[src/rtl/rtc_ep_pkg.sv]
// ----------------------------------------------------------------------------
// rtc_ep_pkg
// Shared widths, register indexes and small decode helpers for the clock-chip
// snapshot to epoch-seconds converter.
// ----------------------------------------------------------------------------
package rtc_ep_pkg;

  localparam int ByteW   = 8;
  localparam int EpochW  = 32;
  localparam int CfgIdxW = 1;
  localparam int CfgW    = 1;
  localparam int YearW   = 15;   // century*100+year tops out at 25755
  localparam int DaysW   = 25;   // signed day count relative to the epoch
  localparam int HmsW    = 20;   // hour*3600+min*60+sec tops out at 933555

  // register indexes on the write port
  localparam logic [CfgIdxW-1:0] CFG_BCD_MODE = 1'b0;
  localparam logic [CfgIdxW-1:0] CFG_HOUR_24  = 1'b1;

  // day number of 1970-01-01 counted from 0001-01-01, plus one for the day offset
  localparam logic [EpochW-1:0] EpochDayBias = 32'd719163;
  localparam logic [EpochW-1:0] YearZeroDays = 32'hFFFF_FE92;  // -366

  localparam logic [EpochW-1:0] SecPerDay = 32'd86400;

  // packed bcd or plain binary byte
  function automatic logic [ByteW-1:0] dec_byte(input logic [ByteW-1:0] b,
                                                input logic bcd);
    logic [ByteW-1:0] res;
    if (bcd) begin
      res = ByteW'(b[7:4]) * ByteW'(10) + ByteW'(b[3:0]);
    end else begin
      res = b;
    end
    return res;
  endfunction

  // days in the months before the given month of a common year
  function automatic logic [8:0] month_cum(input logic [3:0] m);
    logic [8:0] res;
    case (m)
      4'd0, 4'd1: res = 9'd0;
      4'd2:       res = 9'd31;
      4'd3:       res = 9'd59;
      4'd4:       res = 9'd90;
      4'd5:       res = 9'd120;
      4'd6:       res = 9'd151;
      4'd7:       res = 9'd181;
      4'd8:       res = 9'd212;
      4'd9:       res = 9'd243;
      4'd10:      res = 9'd273;
      4'd11:      res = 9'd304;
      default:    res = 9'd334;
    endcase
    return res;
  endfunction

endpackage

[src/rtl/rtc_fields_to_epoch_seconds.sv]
// ----------------------------------------------------------------------------
// rtc_fields_to_epoch_seconds
// Converts one snapshot of raw clock-chip bytes into seconds since 1970-01-01.
//
//   channel   | signals                                  | direction
//   ----------+------------------------------------------+----------
//   request   | start_i, busy_o, raw_*_i                 | in
//   result    | done_o, epoch_seconds_o                  | out
//   config    | cfg_we_i, cfg_idx_i, cfg_wdata_i         | in
//
// seven register stages; a request taken at one edge shows its result on
// done_o once it has passed through all of them, for one cycle
// a new request can be taken every cycle, busy_o stays low
// the latency is set by the stage chain: decode, hour fix, divide by 100,
// calendar terms, day sum, day-to-second multiply, final add
// reset clears the valid bits and sets both mode registers to 1
// ----------------------------------------------------------------------------
module rtc_fields_to_epoch_seconds (
  input  logic                            clk_i,
  input  logic                            rst_ni,
  input  logic                            start_i,
  output logic                            busy_o,
  input  logic [rtc_ep_pkg::ByteW-1:0]    raw_second_i,
  input  logic [rtc_ep_pkg::ByteW-1:0]    raw_minute_i,
  input  logic [rtc_ep_pkg::ByteW-1:0]    raw_hour_i,
  input  logic [rtc_ep_pkg::ByteW-1:0]    raw_day_i,
  input  logic [rtc_ep_pkg::ByteW-1:0]    raw_month_i,
  input  logic [rtc_ep_pkg::ByteW-1:0]    raw_year_i,
  input  logic [rtc_ep_pkg::ByteW-1:0]    raw_century_i,
  output logic                            done_o,
  output logic [rtc_ep_pkg::EpochW-1:0]   epoch_seconds_o,
  input  logic                            cfg_we_i,
  input  logic [rtc_ep_pkg::CfgIdxW-1:0]  cfg_idx_i,
  input  logic [rtc_ep_pkg::CfgW-1:0]     cfg_wdata_i
);
  import rtc_ep_pkg::*;

  // configuration
  logic bcd_q, bcd_d;
  logic h24_q, h24_d;

  always_comb begin
    bcd_d = bcd_q;
    h24_d = h24_q;
    if (cfg_we_i) begin
      case (cfg_idx_i)
        CFG_BCD_MODE: bcd_d = cfg_wdata_i[0];
        CFG_HOUR_24:  h24_d = cfg_wdata_i[0];
        default: ;
      endcase
    end
  end

  always_ff @(posedge clk_i or negedge rst_ni) begin
    if (!rst_ni) begin
      bcd_q <= 1'b1;
      h24_q <= 1'b1;
    end else begin
      bcd_q <= bcd_d;
      h24_q <= h24_d;
    end
  end

  assign busy_o = 1'b0;

  logic accept;
  assign accept = start_i && !busy_o;

  // valid bits
  logic [5:0] v_q, v_d;
  logic       done_q, done_d;

  assign v_d    = {v_q[4:0], accept};
  assign done_d = v_q[5];

  always_ff @(posedge clk_i or negedge rst_ni) begin
    if (!rst_ni) begin
      v_q    <= '0;
      done_q <= 1'b0;
    end else begin
      v_q    <= v_d;
      done_q <= done_d;
    end
  end

  // stage 1: byte decode
  logic [ByteW-1:0] sec1_q, min1_q, hr1_q, day1_q, yr1_q, cen1_q;
  logic [ByteW-1:0] sec1_d, min1_d, hr1_d, day1_d, yr1_d, cen1_d, mon_dec;
  logic [3:0]       mon1_q, mon1_d;
  logic             pm1_q, pm1_d, h24_1_q, h24_1_d;

  always_comb begin
    sec1_d  = dec_byte(raw_second_i, bcd_q);
    min1_d  = dec_byte(raw_minute_i, bcd_q);
    day1_d  = dec_byte(raw_day_i, bcd_q);
    yr1_d   = dec_byte(raw_year_i, bcd_q);
    cen1_d  = dec_byte(raw_century_i, bcd_q);
    mon_dec = dec_byte(raw_month_i, bcd_q);
    mon1_d  = (mon_dec > ByteW'(12)) ? 4'd12 : mon_dec[3:0];
    // pm flag is stripped before decode in 12-hour mode
    hr1_d   = h24_q ? dec_byte(raw_hour_i, bcd_q)
                    : dec_byte({1'b0, raw_hour_i[6:0]}, bcd_q);
    pm1_d   = raw_hour_i[7];
    h24_1_d = h24_q;
  end

  always_ff @(posedge clk_i) begin
    sec1_q  <= sec1_d;
    min1_q  <= min1_d;
    hr1_q   <= hr1_d;
    day1_q  <= day1_d;
    mon1_q  <= mon1_d;
    yr1_q   <= yr1_d;
    cen1_q  <= cen1_d;
    pm1_q   <= pm1_d;
    h24_1_q <= h24_1_d;
  end

  // stage 2: full year, 12-hour fix
  logic [YearW-1:0] year2_q, year2_d;
  logic [ByteW-1:0] hour2_q, hour2_d;
  logic [ByteW-1:0] sec2_q, min2_q, day2_q;
  logic [3:0]       mon2_q;
  logic [12:0]      prod12;
  logic [3:0]       q12;
  logic [6:0]       r12;

  always_comb begin
    year2_d = YearW'(cen1_q) * YearW'(100) + YearW'(yr1_q);
    // h mod 12 by reciprocal, exact for h below 128
    prod12  = 13'(hr1_q[6:0]) * 13'd43;
    q12     = prod12[12:9];
    r12     = hr1_q[6:0] - 7'(q12) * 7'd12;
    if (h24_1_q) begin
      hour2_d = hr1_q;
    end else begin
      hour2_d = ByteW'(r12[3:0]) + (pm1_q ? ByteW'(12) : ByteW'(0));
    end
  end

  always_ff @(posedge clk_i) begin
    year2_q <= year2_d;
    hour2_q <= hour2_d;
    sec2_q  <= sec1_q;
    min2_q  <= min1_q;
    day2_q  <= day1_q;
    mon2_q  <= mon1_q;
  end

  // stage 3: year / 100, time of day
  logic [YearW-1:0] year3_q;
  logic [8:0]       q100_3_q, q100_3_d;
  logic [HmsW-1:0]  hms3_q, hms3_d;
  logic [ByteW-1:0] day3_q;
  logic [3:0]       mon3_q;
  logic [27:0]      prod100;

  always_comb begin
    // exact for years up to 25755
    prod100  = 28'(year2_q) * 28'd5243;
    q100_3_d = prod100[27:19];
    hms3_d   = HmsW'(hour2_q) * HmsW'(3600) + HmsW'(min2_q) * HmsW'(60)
             + HmsW'(sec2_q);
  end

  always_ff @(posedge clk_i) begin
    year3_q  <= year2_q;
    q100_3_q <= q100_3_d;
    hms3_q   <= hms3_d;
    day3_q   <= day2_q;
    mon3_q   <= mon2_q;
  end

  // stage 4: leap rule and calendar terms
  logic [YearW-1:0] p4_q, p4_d, r100;
  logic [8:0]       qp4_q, qp4_d, cum4_q, cum4_d;
  logic             yzero4_q, yzero4_d;
  logic [HmsW-1:0]  hms4_q;
  logic [ByteW-1:0] day4_q;
  logic             cent_yr, leap;

  always_comb begin
    r100     = year3_q - YearW'(q100_3_q) * YearW'(100);
    cent_yr  = (r100 == '0);
    leap     = ((year3_q[1:0] == 2'd0) && !cent_yr)
            || (cent_yr && (q100_3_q[1:0] == 2'd0));
    yzero4_d = (year3_q == '0);
    p4_d     = year3_q - YearW'(1);
    // (year-1)/100 steps back only on a century year
    qp4_d    = (cent_yr && !yzero4_d) ? q100_3_q - 9'd1 : q100_3_q;
    cum4_d   = month_cum(mon3_q) + ((leap && (mon3_q > 4'd2)) ? 9'd1 : 9'd0);
  end

  always_ff @(posedge clk_i) begin
    p4_q     <= p4_d;
    qp4_q    <= qp4_d;
    cum4_q   <= cum4_d;
    yzero4_q <= yzero4_d;
    hms4_q   <= hms3_q;
    day4_q   <= day3_q;
  end

  // stage 5: day count since the epoch
  logic [DaysW-1:0]  days5_q;
  logic [EpochW-1:0] base, days_sum;
  logic [HmsW-1:0]   hms5_q;

  always_comb begin
    if (yzero4_q) begin
      base = YearZeroDays;
    end else begin
      base = EpochW'(p4_q) * EpochW'(365) + EpochW'(p4_q[YearW-1:2])
           - EpochW'(qp4_q) + EpochW'(qp4_q[8:2]);
    end
    days_sum = base + EpochW'(cum4_q) + EpochW'(day4_q) - EpochDayBias;
  end

  always_ff @(posedge clk_i) begin
    days5_q <= days_sum[DaysW-1:0];
    hms5_q  <= hms4_q;
  end

  // stage 6: days to seconds, wrapping
  logic [EpochW-1:0] prod6_q, prod6_d;
  logic [HmsW-1:0]   hms6_q;

  assign prod6_d = {{(EpochW-DaysW){days5_q[DaysW-1]}}, days5_q} * SecPerDay;

  always_ff @(posedge clk_i) begin
    prod6_q <= prod6_d;
    hms6_q  <= hms5_q;
  end

  // stage 7: output register
  logic [EpochW-1:0] epoch_q, epoch_d;

  assign epoch_d = prod6_q + EpochW'(hms6_q);

  always_ff @(posedge clk_i) begin
    epoch_q <= epoch_d;
  end

  assign done_o          = done_q;
  assign epoch_seconds_o = epoch_q;

endmodule

[config.mk]
export PLATFORM = sky130hd
export DESIGN_NAME = rtc_fields_to_epoch_seconds
export DESIGN_NICKNAME = d
export VERILOG_FILES = /design/src/rtl/rtc_ep_pkg.sv /design/src/rtl/rtc_fields_to_epoch_seconds.sv
export SDC_FILE = /design/constraint.sdc
export NUM_CORES = 1
export LEC_CHECK = 0
export ABC_AREA = 1
export BUFFER_PORTS_ARGS = -buffer_cell sky130_fd_sc_hd__buf_2
export CAP_MARGIN = 30
export CORE_UTILIZATION = 35
export CTS_CLUSTER_SIZE = 10
export DETAILED_ROUTE_END_ITERATION = 12
export GPL_TIMING_DRIVEN = 0
export PLACE_DENSITY = 0.52
export SETUP_SLACK_MARGIN = 0.15
export SLEW_MARGIN = 20
export SYNTH_ARGS = -nofsm -noshare
export SYNTH_HDL_FRONTEND = slang
export SYNTH_SLANG_ARGS = --single-unit
[constraint.sdc]
create_clock -name clk_i -period 5.88 [get_ports clk_i]
set_input_delay 0.588 -clock clk_i [delete_from_list [all_inputs] [get_ports clk_i]]
set_output_delay 0.588 -clock clk_i [all_outputs]
set_load 0.01 [all_outputs]
## Yosys cells after proc, flatten, opt, wreduce, memory -nomap -nowiden

Memories as Yosys holds them, arrays and structs flattened. A register that Yosys moved wholly into a read port is not among the register bits.
Cells that the tools add are included.

- Add/sub/neg operators: 24
- $mul: 17
- $lt $le $gt $ge: 2
- Multiplexer cells: 14
- Bitwise operators: 1
- Reductions and logical operators: 13

Operator list:

| kind | number |
|---|---|
| 8-bit 2-to-1 mux | 10 |
| 8-bit by 4-bit adder with 8-bit output | 7 |
| 25-bit by 8-bit adder with 25-bit output | 2 |
| 4-bit by 3-bit multiplier with 7-bit output, second input constant | 7 |
| 32-bit by 20-bit adder with 32-bit output | 1 |
| 32-bit by 10-bit multiplier with 25-bit output, second input constant | 1 |
| 15-bit logical NOT | 2 |
| 15-bit by 13-bit multiplier with 28-bit output, second input constant | 1 |
| 24-bit by 13-bit adder with 25-bit output | 1 |
| 25-bit by 9-bit adder with 25-bit output | 1 |
| 25-bit 2-to-1 mux | 1 |
| 25-bit by 20-bit subtractor with 25-bit output, second input constant | 1 |
| 25-bit by 9-bit subtractor with 25-bit output | 1 |
| 15-bit by 9-bit multiplier with 24-bit output, second input constant | 1 |
| 20-bit by 14-bit adder with 20-bit output | 1 |
| 20-bit by 8-bit adder with 20-bit output | 1 |
| 8-bit by 8-bit multiplier with 16-bit output, second input constant | 1 |
| 15-bit by 8-bit adder with 15-bit output | 1 |
| 15-bit by 1-bit subtractor with 15-bit output, second input constant | 1 |
| 15-bit subtractor | 1 |
| 7-bit by 6-bit multiplier with 13-bit output, second input constant | 1 |
| 8-bit by 5-bit multiplier with 13-bit output, second input constant | 1 |
| 9-bit by 5-bit multiplier with 13-bit output, second input constant | 1 |
| 8-bit by 4-bit multiplier with 12-bit output, second input constant | 1 |
| 18 further kinds | 24 |

- Flip-flop bits (word level): 354
- ROM bits: 144
- Input bits: 62
- Output and inout port bits: 34
- Logic and storage cells: 107
- Memories kept: 1

Memories:

| name | words | bits a word | rd ports | clocked after memory_dff | write ports | line | source |
|---|---|---|---|---|---|---|---|
| (name not given) | 16 | 9 | 1 | 1 | 0 | rtc_ep_pkg.sv:41 | `case (m)` |

## Longest topological paths before layout

- Depth after elaboration: 9
- Mapped depth: 36
- Gate-level depth less buffers: 36

## Worst setup path before layout

OpenSTA, ideal clock, no wires.

- Path kind: register to register
- From: register p4_q[5]
- To: register days5_q[24]
- Library setup time: 58 ps
- Arrival time: 5,819 ps
- Data required time: 5,822 ps
- Setup slack: 4 ps
- Cell stages (with the launch flop): 35
- Path buffers: 0
- Clock period less this slack: 5,876 ps
- Path through: dfxtp_1 inv_1 ha_1 inv_1 fa_1 fa_1 fa_1 inv_1 fa_1 inv_1 ha_1 nand2_1 inv_1 nand2_1 nand2_1 a21oi_1 nand2_1 a21boi_2 o21ai_1 a21oi_1 inv_1 nand2_1 inv_1 nor2_1 ha_1 ha_1 nand2_1 o21bai_1 inv_1 nor2_1 nor3_1 inv_1 a21oi_1 nand2_1 nand2_1

- Word-level cells in the longest chain between the ends: 8

Ends and longest elaborated chain:

| element | line | source |
|---|---|---|
| from (decl) | rtc_fields_to_epoch_seconds.sv:175 | `logic [YearW-1:0] p4_q, p4_d, r100;` |
| from (signal assigned) | rtc_fields_to_epoch_seconds.sv:195 | `p4_q <= p4_d;` |
| 15-bit by 9-bit multiplier with 24-bit output | rtc_fields_to_epoch_seconds.sv:212 | `base = EpochW'(p4_q) * EpochW'(365) + EpochW'(p4_q[YearW-1:2])` |
| 24-bit by 13-bit adder with 25-bit output (*) | rtc_fields_to_epoch_seconds.sv:212 |  |
| 25-bit by 9-bit subtractor with 25-bit output (*) | rtc_fields_to_epoch_seconds.sv:213 | `- EpochW'(qp4_q) + EpochW'(qp4_q[8:2]);` |
| 25-bit by 8-bit adder with 25-bit output (*) | rtc_fields_to_epoch_seconds.sv:213 |  |
| 25-bit 2-to-1 mux (*) | rtc_fields_to_epoch_seconds.sv:209 | `if (yzero4_q) begin` |
| 25-bit by 9-bit adder with 25-bit output (*) | rtc_fields_to_epoch_seconds.sv:215 | `days_sum = base + EpochW'(cum4_q) + EpochW'(day4_q) - EpochDayBias;` |
| 25-bit by 8-bit adder with 25-bit output (*) | rtc_fields_to_epoch_seconds.sv:215 |  |
| 25-bit by 20-bit subtractor with 25-bit output (*) | rtc_fields_to_epoch_seconds.sv:215 |  |
| net days_sum[24] | rtc_fields_to_epoch_seconds.sv:205 | `logic [EpochW-1:0] base, days_sum;` |
| to (signal assigned) | rtc_fields_to_epoch_seconds.sv:219 | `days5_q <= days_sum[DaysW-1:0];` |
| to (decl) | rtc_fields_to_epoch_seconds.sv:204 | `logic [DaysW-1:0] days5_q;` |

Mark *: on every way through the listed nets, which the timed path passes. The rest lies on a longest branch.
A chain may end at the register's enable or synchronous reset.

## Worst setup path in the final report

- From: register p4_q[12]
- To: register days5_q[24]

Same word-level chain as after synthesis.

==> results.txt <==
status = finished clean
RR Startpoint = p4_q[12]
crit path launch = p4_q[12]
Starting Density = 35.5%
Worst Hold Class = in2reg
vias in the first global route = 21200
cell with the most instances after synthesis = inv_1
Synth Area in XOR/XNOR = 5.63%
CP Launch Type = flip-flop
Worst-path clk slew = 70 ps
Crit Path Class = reg2reg
final slew viol count = 0
Layout Cells excl Fill = 4722
Max Cap Viol = 0
drt pass-1 iters = 5
share of post-route cells with drive strength above 1 = 12.6%
gr usage total = 14.8%
DRT antenna net count = 0
Die X = 294 um
Adder-Cell Fraction of Synth Area = 41.1%
WP data arrival = 6220 ps
depth of the CTS H-tree = 2
WP data required = 6410 ps
final worst-path cycle share = 96.8%
Avg Inst Size Synth = 8.88 um2
Warnings, synthesis = 0
Num CTS Buffers = 44
Synth Register Bits = 363
num ports = 96
largest net degree at the start of global routing = 13
Reg-to-Reg End = days5_q[24]
detailed-route via count = 20800
post-synthesis mux area share = 0.0671%
r2r setup slk = 190 ps
worst slew pin tran = 937 ps
Netlist Area Pre-Place = 29800 um2
Crit. End Element = flip-flop
filler instances = 8384
main combinational cell family by area after synthesis = adder cells
full die area = 86500 um2
Syn-to-layout area delta = 16.2%
Area contributors post-synth = dfxtp_1 24%, ha_1 23%, fa_1 18%
clk_lat worst skew = 590 ps
initial antenna violation count = 5
RSZ-0062 raised after global routing = yes
placed cells = 4590
Root Buffer = clkbuf_16
Rel. slew slack = 37.0%
Post-synth EDFFs = 0
CTS Sinks = 363
Hold Vio Cnt, Final = 0
most repeated library cell on the critical path = nand2_1
GPL Wtd Cong = 0.832
gr ovfl total = 0
CTS tree = yes
hpwl dp = 51500 um
share of the synthesized area in the top cell type = 23.7%
CP Capture Point = days5_q[24]
post-synthesis compound-gate area fraction = 6.56%
post-layout min period = 5690 ps
die height = 294 um
Synth Instances = 3362
nets = 4454
WL/cell = 13.1 um
Reg2Reg Depth = 32
asr flop ratio synth = 2.48%
Final setup viols = 0
WHS = 106 ps
Core Rows = 106
Post-Synth Simple-Gate Area = 12.1%
Netlist cell types = 56
DRC errors left = 0
syn nets = 4244
fmax = 0.176 GHz
IO Port Bufs = 94
Worst Skew = 52.8 ps
Synth area leader = dfxtp_1
ys flop type = dfxtp_1
DRT iter0 DRCs = 722
Critical Path Max Stage Delay = 590 ps
placeable core area = 84100 um2
CP Max Fanout = 4
drt total wl = 61900 um
Max Buffers Root-to-Sink = 3
Commonest cells post-synth = 782 x inv_1, 553 x ha_1, 478 x nand2_1, 354 x dfxtp_1, 267 x fa_1
Crit-path slowest cell = fa_1
first-pass GRT wire length = 104000 um
drt via density = 4.40
sequential area share after synthesis = 24.5%
[flip-flops by register name, indices dropped and copies added (netlist names), 9 cells and up, named ones only]
signal and cells:
prod6_q 25, qp4_q 9, year2_q 15, epoch_seconds_o 32, year3_q 15, days5_q 25
hms4_q 20, cum4_q 9, hms5_q 20, hms6_q 20, q100_3_q 9, hms3_q 20
p4_q 15
[worst min path at each step]
stage | depth (start not counted) | end | startpoint
2_1_floorplan | 0 | done_o | rst_ni
3_3_place_gp | 0 | hms3_q[0] | sec2_q[0]
3_5_place_dp | 0 | day2_q[5] | day1_q[5]
4_1_cts | 1 | sec1_q[0] | raw_second_i[0]
5_1_grt | 1 | sec1_q[0] | raw_second_i[0]
6_report | 1 | sec1_q[0] | raw_second_i[0]
[what timing repair did]
action | CTS | global route
gates cloned | 0 | 0
setup endpoints to repair | 17 | 19
resized for setup | 117 | 133
hold buffers | 1 | 0
endpoints found under the hold margin | 7 | 0
buffers inserted | 37 | 32
pin swaps | 68 | 93
[layout make-up]
| type | count | area, um2 | area share, % |
|---|---|---|---|
| plain buffers | 14 | 56.3 | 0.162 |
| well taps | 1134 | 1420 | 4.09 |
| diodes | 1 | 2.50 | 0.00722 |
| flip-flops and latches | 363 | 7370 | 21.2 |
| clock buffers | 56 | 1210 | 3.48 |
| repair buffers | 164 | 1030 | 2.98 |
| inverters | 785 | 2960 | 8.53 |
| multi-input cells | 2200 | 20600 | 59.3 |
| clock inverters | 5 | 58.8 | 0.170 |
[layout by cell type (no fill, tap or decap), drive strengths merged, types with 115 or more instances in the layout]
cell type,synthesis,layout
nand3,115,115
nor2,159,159
nand2,482,482
buf,1,164
a21oi,155,155
dfxtp,354,354
ha,553,553
inv,784,785
xor2,118,118
fa,267,267
[through the flow]
step                      utilization [%]  instance area (um2)  worst slack (ps)  setup TNS [ps]
after global routing                 41.2                34700              -127            -191
final                                41.2                34700               191               0
after detailed placement             37.8                31700              -679           -6490
after CTS                            40.3                33900               142               0
after floorplan                         -                29900               156               0
after global placement               37.8                31700              -656           -6360
[critical path: cells and delay by family (launching register included)]
kind | cells | cell delay, ps
buffers and inverters | 6 | 490
DFF | 1 | 370
and+or+nand+nor | 13 | 1210
AOI/OAI and AO/OA | 5 | 480
adders and majority gates | 8 | 3060
[per-layer routing]
layer,share of wire (%),vias to the layer above,track usage (%)
met4,1.8,2,3.65
li1,-,10900,-
met2,45,206,24.4
met5,0.015,-,0
met1,50,9552,20.4
met3,2.7,68,1.90
[kinds of logic (layout without fill, tap and decap cells)]
kind of cell               after synthesis  count (layout)
and+or+nand+nor                        847             847
adders and majority gates              820             820
buffers and inverters                  799            1024
DFF                                    363             363
AOI/OAI and AO/OA                      338             338
xor gates and xnor gates               192             192
muxes                                    2               2
other                                    1               2
Power is not shown: default switching activity piles up to over one toggle a cycle in this logic, so the estimate is an artifact.
